## src/sv/cfwa_ram.sv

```systemverilog
// ----------------------------------------------------------------------------
// cfwa_ram
// simple dual read, single write ram with registered read data
// ----------------------------------------------------------------------------
module cfwa_ram #(
    parameter int WIDTH = 8,
    parameter int DEPTH = 16,
    localparam int AW   = (DEPTH > 1) ? $clog2(DEPTH) : 1
) (
    input  logic             i_clk,
    input  logic             i_we,
    input  logic [AW-1:0]    i_waddr,
    input  logic [WIDTH-1:0] i_wdata,
    input  logic [AW-1:0]    i_raddr0,
    input  logic [AW-1:0]    i_raddr1,
    output logic [WIDTH-1:0] o_rdata0,
    output logic [WIDTH-1:0] o_rdata1
);

    logic [WIDTH-1:0] r_mem [DEPTH];

    always_ff @(posedge i_clk) begin
        if (i_we) begin
            r_mem[i_waddr] <= i_wdata;
        end
        o_rdata0 <= r_mem[i_raddr0];
        o_rdata1 <= r_mem[i_raddr1];
    end

endmodule

```

## config.mk

```make
export PLATFORM = sky130hd
export DESIGN_NAME = cfwa_ram
export DESIGN_NICKNAME = d
export VERILOG_FILES = /design/src/sv/cfwa_ram.sv
export SDC_FILE = /design/constraint.sdc
export NUM_CORES = 1
export LEC_CHECK = 0
export BUFFER_PORTS_ARGS = -buffer_cell sky130_fd_sc_hd__buf_2
export CORE_ASPECT_RATIO = 0.5
export CORE_MARGIN = 1
export CORE_UTILIZATION = 31
export CTS_BUF_LIST = sky130_fd_sc_hd__clkbuf_8
export DETAILED_ROUTE_END_ITERATION = 10
export PLACE_DENSITY = 0.51
export SLEW_MARGIN = 0
export SYNTH_ARGS = -nofsm -noshare
export SYNTH_HDL_FRONTEND = slang
export SYNTH_SLANG_ARGS = --single-unit
```

## constraint.sdc

```tcl
create_clock -name i_clk -period 2 [get_ports i_clk]
set_input_delay 0.2 -clock i_clk [delete_from_list [all_inputs] [get_ports i_clk]]
set_output_delay 0.2 -clock i_clk [all_outputs]
set_load 0.01 [all_outputs]
```

* After elaboration in Yosys (flattened, before gate mapping)
Memory sizes are Yosys's and may differ from the RTL's. A register that Yosys moved wholly into a read port is not among the register bits. Index checks and enable logic that the tools add are counted.
Word-level totals: memory bits (writable) 128, register bits after elaboration 0, input port bits 22, ROM bits 0, memories 1, latch bits 0, output and inout port bits 16
Operators by class: mux-type cells 2, $lt $le $gt $ge 0, equality and inequality tests 0, multiply operators 0, bitwise operators 0, reduce and logical (&&, ||, !) cells 0, divide/modulo/power cells 0, add/subtract/negate cells 0, shifts and indexed selects 0
Memories:
- r_mem | depth 16, bits a word 8, read ports 2, clocked after memory_dff 2, write ports 1, line 20 | logic [WIDTH-1:0] r_mem [DEPTH];
Operators by type and width (count):
- 1-bit two-way mux | 2

* Longest topological paths before layout
Gate-level depths: netlist of the first run.
depth in word-level cells 2, mapped depth 5

* Least setup slack after synthesis of the first run
Ideal clock, no wire load.
path kind input port to flip-flop, from input i_waddr[2], to memory r_mem[0][0] (enable), slack 307 ps, arrival time 1310 ps, stages on the path 2, setup time 383 ps, cells stage by stage or3b_2 > nor3_1
RTL lines:
- start, declared | line 12 | input logic [AW-1:0] i_waddr,
- end, declared | line 20
Straight into the memory's write port.

==> results.json, run 1 <==
{
  "run_status": "finished clean",
  "required_ps": 2320,
  "dieHeight_um": 103.2,
  "diodes": 0,
  "cpPeakStageDelay_ps": 600,
  "vias": 3474,
  "cts_made_buffers": 17,
  "grt_max_degree": 33,
  "synth_nets": 329,
  "grt-ovfl-total": 0,
  "routedWlPerCell_um": 24.88,
  "setup_viol": 0,
  "worstReg2RegStart": "r_mem[0][0]",
  "ant_nets": 0,
  "r2r_end": "o_rdata0[0]",
  "yosysMostFrequentCell": "edfxtp_1",
  "insertion_delay_ps": 440,
  "cp-start-kind": "register",
  "num_rows": 36,
  "syn2layout_area_growth_pct": 16.56,
  "place_ws_ps": 200.6,
  "track_usage_pct": 16.18,
  "rsz0062_at_grt": "no",
  "min_from": "i_wdata[1]",
  "core_um2": 19770,
  "routed_via_density": 5.353,
  "nNetsFinal": 392,
  "ir_drop_mv": 0.4136,
  "drc": 0,
  "seq_area_um2": 4164,
  "synth-seq-cells": 144,
  "design_area_um2": 7397,
  "cts_buffer_depth": 2,
  "fin_crit_sh_pct": 80.67,
  "slew_headroom_pct": 64.38,
  "place_area_um2": 6944,
  "crit_family": "multiplexers",
  "synth_commonest_cells": "128 x edfxtp_1, 34 x mux4_2, 32 x a22oi_1",
  "fmax_ghz": 0.6198,
  "hold_depth": 1,
  "drtIter0Drc": 351,
  "cpMaxStageDelayCell": "mux4_4",
  "crit_path_end_kind": "register",
  "avgSynthCellArea_um2": 20.67,
  "clock_sinks": 144,
  "synth_edf_count": 128,
  "min_to": "r_mem[13][1]",
  "start_util_pct": 32.09,
  "crit_arrival_ps": 1940,
  "critPathBufInv": 0,
  "dieArea_um2": 21080,
  "p_leak_nw": 2.531,
  "powerDensity_nw_per_um2": 883.7,
  "finalSetupTns_ps": 0,
  "layout_setup_ws_ps": 386.6,
  "rrSetupSlack_ps": 390,
  "post_cts_buffers": 0,
  "synth_top_area_share_pct": 60.57,
  "ys.flop_type": "edfxtp_1",
  "min_path_type": "in -> reg",
  "cts-root-buf": "clkbuf_8",
  "maxCapViolations": 0,
  "yosysWarningCount": 0,
  "seq_area_frac_synth_pct": 65.62,
  "hold_viol_final": 0,
  "io_pins": 38,
  "antenna_found_initial": 0,
  "yosysUniqueCellTypes": 20,
  "period_needed_ps": 1613,
  "grt_pass1_wl_um": 23640,
  "layout-drive-gt1-share_pct": 33.94,
  "dieWidth_um": 204.3,
  "ctsHoldBuffers": 0,
  "synth_top_area_cell": "edfxtp_1",
  "port_buffers": 37,
  "htreeDepth": 4,
  "slew_violations": 0,
  "fin_hold_ws_ps": 149.2,
  "globalplace.congestion": 0.8076,
  "nFillCells": 1755,
  "path_class": "reg -> reg",
  "syn_area_um2": 6346,
  "crit_chain": "mux4_4, a22oi_1, nand2_1",
  "cts_tree": "built",
  "hpwl_um": 10260,
  "synthArstFlopShare_pct": 0,
  "drt_pass1_iterations": 5,
  "grt_pass1_vias": 3669,
  "clock_skew_ps": 11.07,
  "yosys-top-cells-area": "edfxtp_1 61%, mux4_2 12%, mux4_1 12%",
  "path_clk_slew_ps": 90,
  "cts_resized": 0,
  "worst-path-max-fanout": 2,
  "reg2regPathDepth": 3,
  "synth_cells": 307,
  "drt_wl_total_um": 16150,
  "worst_pin_slew_ps": 534.3,
  "multi_input_area_um2": 2009
}
-- cell type report --
| class | instances | area share (%) |
|---|---|---|
| well taps | 266 | 4.499 |
| multi-input cells | 143 | 27.17 |
| flip-flops and latches | 144 | 56.29 |
| clock buffers | 17 | 3.163 |
| repair buffers | 64 | 5.920 |
| clock inverters | 15 | 2.960 |
-- how the worst max path moves through the flow --
stage                start           to  slack, ps  cells past startpoint
2_1_floorplan   i_waddr[2]  r_mem[0][0]        310                      2
3_3_place_gp   i_raddr1[0]  o_rdata1[4]        210                      6
3_5_place_dp   i_raddr1[0]  o_rdata1[4]        200                      6
4_1_cts        r_mem[3][0]  o_rdata0[0]        420                      3
5_1_grt        r_mem[2][0]  o_rdata0[0]        380                      3
6_report       r_mem[0][0]  o_rdata0[0]        390                      3
-- cells in the final DEF (no fill, tap or decap), drive strengths merged, types with 5 or more instances in the layout --
cell	Yosys	layout
bufinv	0	5
nor2	14	14
mux4	64	64
nand2	17	17
dfxtp	16	16
clkbuf	0	17
edfxtp	128	128
a22oi	32	32
buf	14	64
-- per-stage QoR --
stage	util [%]	instances	total power [mW]
2_1_floorplan	-	307	3.776
3_3_place_gp	35.12	617	3.991
3_5_place_dp	35.12	617	4.012
4_1_cts	37.41	649	6.589
5_1_grt	37.41	649	6.756
6_report	37.41	649	6.537
-- cell families (layout without fill, tap and decap cells) --
| logic type | count (synthesis) | after routing | share of synthesized area, % |
|---|---|---|---|
| compound gates | 32 | 32 | 3.785 |
| buf+inv | 20 | 96 | 2.721 |
| flops | 144 | 144 | 65.62 |
| mux | 64 | 64 | 24.45 |
| simple gates | 47 | 47 | 3.430 |
-- state kept, by name (all words and copies together) (netlist names) --
signal,flops
o_rdata1,8
r_mem,128
o_rdata0,8
-- report_power, final --
part           switching (mW)  total [mW]  leakage [nW]  internal [mW]
sequential             0.0340        3.40          1.29           3.36
combinational           0.301       0.546          1.02          0.245
clock                    1.12        2.60         0.222           1.48
total                    1.45        6.54          2.53           5.09
-- layer usage --
metal	share of wire, %	track usage (%)	up-vias
met2	48	26.23	156
met5	0	0	-
met3	8.6	5.263	17
met1	42	21.01	1828
met4	1.1	4.707	0
li1	-	-	1473
(Power assumes the default switching activity.)
==> run 2, diff against run 1 <==
==> constraint.sdc (replaced) <==
create_clock -name i_clk -period 1.67 [get_ports i_clk]
set_input_delay 0.167 -clock i_clk [delete_from_list [all_inputs] [get_ports i_clk]]
set_output_delay 0.167 -clock i_clk [all_outputs]
set_load 0.01 [all_outputs]
==> results.json, run 2 (synthesized netlist as in run 1, its figures left out) <==
{
  "worstReg2RegStart": "r_mem[1][0]",
  "min_to": "r_mem[13][1]",
  "required_ps": 1980,
  "routedWlPerCell_um": 23.36,
  "ir_drop_mv": 0.4564,
  "cp-start-kind": "register",
  "multi_input_area_um2": 2009,
  "nNetsFinal": 394,
  "grt_pass1_wl_um": 22600,
  "drt_wl_total_um": 15180,
  "ant_nets": 0,
  "min_from": "i_wdata[1]",
  "final_common_cell": "edfxtp_1",
  "crit_path_end_kind": "register",
  "dieWidth_um": 204.3,
  "crit_start": "r_mem[1][0]",
  "rsz0062_at_grt": "no",
  "dieHeight_um": 103.2,
  "final_cell_mix": "128 x edfxtp_1, 37 x buf_2, 34 x mux4_2",
  "utilization_pct": 37.15,
  "regMostFlops": "r_mem",
  "hold_depth": 1,
  "port_buffers": 37,
  "place_ws_ps": -65.81,
  "syn2layout_area_growth_pct": 15.75,
  "layout-drive-gt1-share_pct": 33.85,
  "start_util_pct": 32.09,
  "io_pins": 38,
  "crit_arrival_ps": 1830,
  "drt_pass1_iterations": 5,
  "cts_made_buffers": 17,
  "final_cell_count_no_fill": 650,
  "min_path_type": "in -> reg",
  "worst_pin_slew_ps": 768.8,
  "path_class": "reg -> reg",
  "powerDensity_nw_per_um2": 987.7,
  "nFillCells": 1773,
  "reg2regPathDepth": 3,
  "largest_reg_flops": 128,
  "fin_crit_sh_pct": 91.09,
  "top_regs": "r_mem (128), o_rdata0 (8), o_rdata1 (8)",
  "worst-path-max-fanout": 2,
  "vias": 3384,
  "seq_area_um2": 4164,
  "fmax_ghz": 0.6574,
  "core_um2": 19770,
  "slew_headroom_pct": 48.64,
  "setup_viol": 0,
  "finalSetupTns_ps": 0,
  "p_leak_nw": 2.516,
  "slew_violations": 0,
  "diodes": 0,
  "path_clk_slew_ps": 80,
  "run_status": "finished clean",
  "cts_tree": "built",
  "routed_via_density": 5.206,
  "drc": 0,
  "place_inst": 619,
  "post_cts_buffers": 0,
  "antenna_found_initial": 1,
  "cts-root-buf": "clkbuf_8",
  "htreeDepth": 4,
  "num_rows": 36,
  "rrSetupSlack_ps": 150,
  "hold_viol_final": 0,
  "fin_hold_ws_ps": 130.3,
  "insertion_delay_ps": 430,
  "maxCapViolations": 0,
  "ctsHoldBuffers": 0,
  "grt-ovfl-total": 0,
  "grt_pass1_vias": 3558,
  "r2r_end": "o_rdata1[0]",
  "layout_setup_ws_ps": 148.8,
  "globalplace.congestion": 0.7649,
  "cts_resized": 0,
  "clock_skew_ps": 6.526,
  "grt_max_degree": 33,
  "clock_sinks": 144,
  "cts_buffer_depth": 2,
  "hpwl_um": 10250,
  "drtIter0Drc": 381,
  "track_usage_pct": 15.25,
  "dieArea_um2": 21080,
  "period_needed_ps": 1521
}
-- run 2: metal layers --
layer	GRT usage (%)	share of wire [%]	wire length [um]	vias up
met5	0	0	0	-
met3	4.167	5.9	892	21
li1	-	-	-	1468
met4	5.052	1.4	213	0
met2	24.64	48	7223	112
met1	20.17	45	6852	1783
-- run 2: area by class of cell --
| cell class | instances | share of cell area [%] |
|---|---|---|
| flip-flops and latches | 144 | 56.69 |
| multi-input cells | 143 | 27.35 |
| clock buffers | 17 | 3.185 |
| well taps | 266 | 4.531 |
| clock inverters | 14 | 1.737 |
| repair buffers | 66 | 6.507 |
-- run 2: stage by stage --
step	power (mW)	instance area, um2
final	7.255	7346
after CTS	7.303	7346
after floorplan	4.523	6346
after global routing	7.515	7346
after detailed placement	4.809	6984
after global placement	4.790	6984
-- run 2: how the worst max path moves through the flow --
| stage | endpoint | cells after the start | slack (ps) |
|---|---|---|---|
| floorplan | r_mem[0][0] | 2 | 10 |
| detailed placement | o_rdata1[2] | 6 | -70 |
| global route | o_rdata1[0] | 3 | 70 |
| global placement | o_rdata1[2] | 6 | -120 |
| CTS | o_rdata1[0] | 3 | 160 |
| finish | o_rdata1[0] | 3 | 150 |
-- run 2: power by group --
part	internal, mW	switching, mW	total [mW]
clock network	1.29	1.24	2.53
logic	0.303	0.357	0.660
registers	4.03	0.0397	4.07
-- run 2: worst max-delay path: stages, from the launching register on --
cell      delay [ps]
edfxtp_1         410
mux4_1           510
a22oi_1          360
nand2_1          110
==> run 3, diff against run 2 <==
--- a/config.mk
+++ b/config.mk
@@ -6,7 +6,6 @@
 export NUM_CORES = 1
 export LEC_CHECK = 0
 export BUFFER_PORTS_ARGS = -buffer_cell sky130_fd_sc_hd__buf_2
-export CORE_ASPECT_RATIO = 0.5
 export CORE_MARGIN = 1
 export CORE_UTILIZATION = 31
 export CTS_BUF_LIST = sky130_fd_sc_hd__clkbuf_8
==> results.json, run 3 (synthesized netlist as in run 1, its figures left out) <==
{
  "p_leak_nw": 2.547,
  "nNetsFinal": 397,
  "post_cts_buffers": 0,
  "grt-ovfl-total": 0,
  "vias": 3330,
  "top_layer": "met4",
  "path_clk_slew_ps": 80,
  "nFillCells": 1874,
  "crit_chain": "mux4_4, a22oi_1, nand2_1",
  "clock_skew_ps": 15.27,
  "layout_setup_ws_ps": 211.0,
  "syn2layout_area_growth_pct": 17.05,
  "fin_hold_ws_ps": 120.5,
  "start_util_pct": 32.08,
  "place_ws_ps": -47.03,
  "met1_length_um": 6468,
  "final_cell_mix": "128 x edfxtp_1, 37 x buf_2, 34 x mux4_2",
  "port_buffers": 37,
  "globalplace.congestion": 0.7258,
  "grt_max_degree": 18,
  "powerDensity_nw_per_um2": 999.3,
  "hpwl_um": 10200,
  "pwr-share-clk_pct": 36.3,
  "num_rows": 51,
  "cts-root-buf": "clkbuf_8",
  "grt_pass1_vias": 3603,
  "regMostFlops": "r_mem",
  "worst_pin_slew_ps": 824.2,
  "worst-path-max-fanout": 2,
  "ir_drop_mv": 0.5982,
  "multi_input_area_um2": 2009,
  "routedWlPerCell_um": 22.81,
  "ctsHoldBuffers": 0,
  "cts_resized": 0,
  "dieHeight_um": 145.1,
  "cts_made_buffers": 17,
  "largest_reg_flops": 128,
  "crit_family": "multiplexers",
  "cts_buffer_depth": 2,
  "final_common_cell": "edfxtp_1",
  "io_pins": 38,
  "cp-start-kind": "register",
  "fmax_ghz": 0.6854,
  "seq_area_um2": 4164,
  "cpPeakStageDelay_ps": 600,
  "p_sw_mw": 1.645,
  "wl_met3_um": 1055,
  "slew_violations": 0,
  "path_class": "reg -> reg",
  "comb_power_share_pct": 8.9,
  "insertion_delay_ps": 440,
  "grt_pass1_wl_um": 22450,
  "hold_viol_final": 0,
  "utilization_pct": 37.55,
  "clock_sinks": 144,
  "period_needed_ps": 1459,
  "cts_tree": "built",
  "top_regs": "r_mem (128), o_rdata0 (8), o_rdata1 (8)",
  "rsz0062_at_grt": "no",
  "core_um2": 19780,
  "slew_headroom_pct": 44.94,
  "required_ps": 1990,
  "setup_viol": 0,
  "crit_arrival_ps": 1780,
  "drt_wl_total_um": 14890,
  "htreeDepth": 4,
  "critPathBufInv": 0,
  "ant_nets": 0,
  "crit_path_end_kind": "register",
  "run_status": "finished clean",
  "drt_pass1_iterations": 4,
  "antenna_found_initial": 0,
  "maxCapViolations": 0,
  "drc": 0,
  "routed_via_density": 5.100,
  "diodes": 0,
  "sw_frac_of_total_pct": 22.16,
  "drtIter0Drc": 299,
  "layout-drive-gt1-share_pct": 34.28,
  "cpMaxStageDelayCell": "mux4_4",
  "min_path_type": "in -> reg",
  "dieArea_um2": 21050,
  "fin_crit_sh_pct": 87.37,
  "seqPwrFrac_pct": 54.8,
  "wl_met2_um": 7302,
  "intPower_mw": 5.779,
  "dieWidth_um": 145.1,
  "track_usage_pct": 14.87
}
run 3: changes by cell type in the layout (fill, tap and decap cells not counted):
cell,before,now
clkinv_1,2,4
buf_12,6,9
bufinv_16,2,3
inv_1,2,1
clkinv_4,2,0
clkinvlp_4,2,3
run 3: layer usage:
metal / GRT usage (%) / vias up
met5: 0 / -
met4: 3.684 / 0
met3: 3.742 / 6
met2: 23.73 / 115
met1: 20.30 / 1731
li1: - / 1478
run 3: worst reg2reg max path, stage by stage, from the launching register on:
cell and delay [ps]:
edfxtp_1 400, mux4_4 600, a22oi_1 280, nand2_1 80
run 3: layout make-up:
| class | count | share of cell area, % |
|---|---|---|
| tap | 265 | 4.464 |
| clock buffer | 17 | 3.150 |
| timing repair buffer | 69 | 7.243 |
| multi-input combinational | 143 | 27.05 |
| clock inverter | 15 | 2.038 |
| sequential | 144 | 56.06 |
run 3: power by group through the flow:
stage	Clock, mW	Sequential (mW)	Combinational [mW]
floorplan	0	4.16	0.364
global placement	0	4.15	0.667
detailed placement	0	4.15	0.674
CTS	2.76	4.07	0.675
global route	2.91	4.08	0.715
finish	2.69	4.07	0.662
run 3: final timing paths:
kind	startpoint	end	slack [ps]	cells after the start
worst min-delay path	i_wdata[7]	r_mem[10][7]	120	1
worst min register to register	r_mem[4][4]	o_rdata0[4]	700	3
worst max register to register	r_mem[0][0]	o_rdata0[0]	210	3
worst max-delay path	r_mem[0][0]	o_rdata0[0]	210	3
run 3: stage by stage:
stage / cells / TNS, ps / power [mW] / cell area, um2
after floorplan: 307 / 0 / 4.523 / 6346
after global placement: 621 / -153.3 / 4.815 / 7043
after detailed placement: 621 / -138.0 / 4.823 / 7043
after CTS: 653 / 0 / 7.502 / 7428
after global routing: 653 / 0 / 7.710 / 7428
final: 653 / 0 / 7.423 / 7428
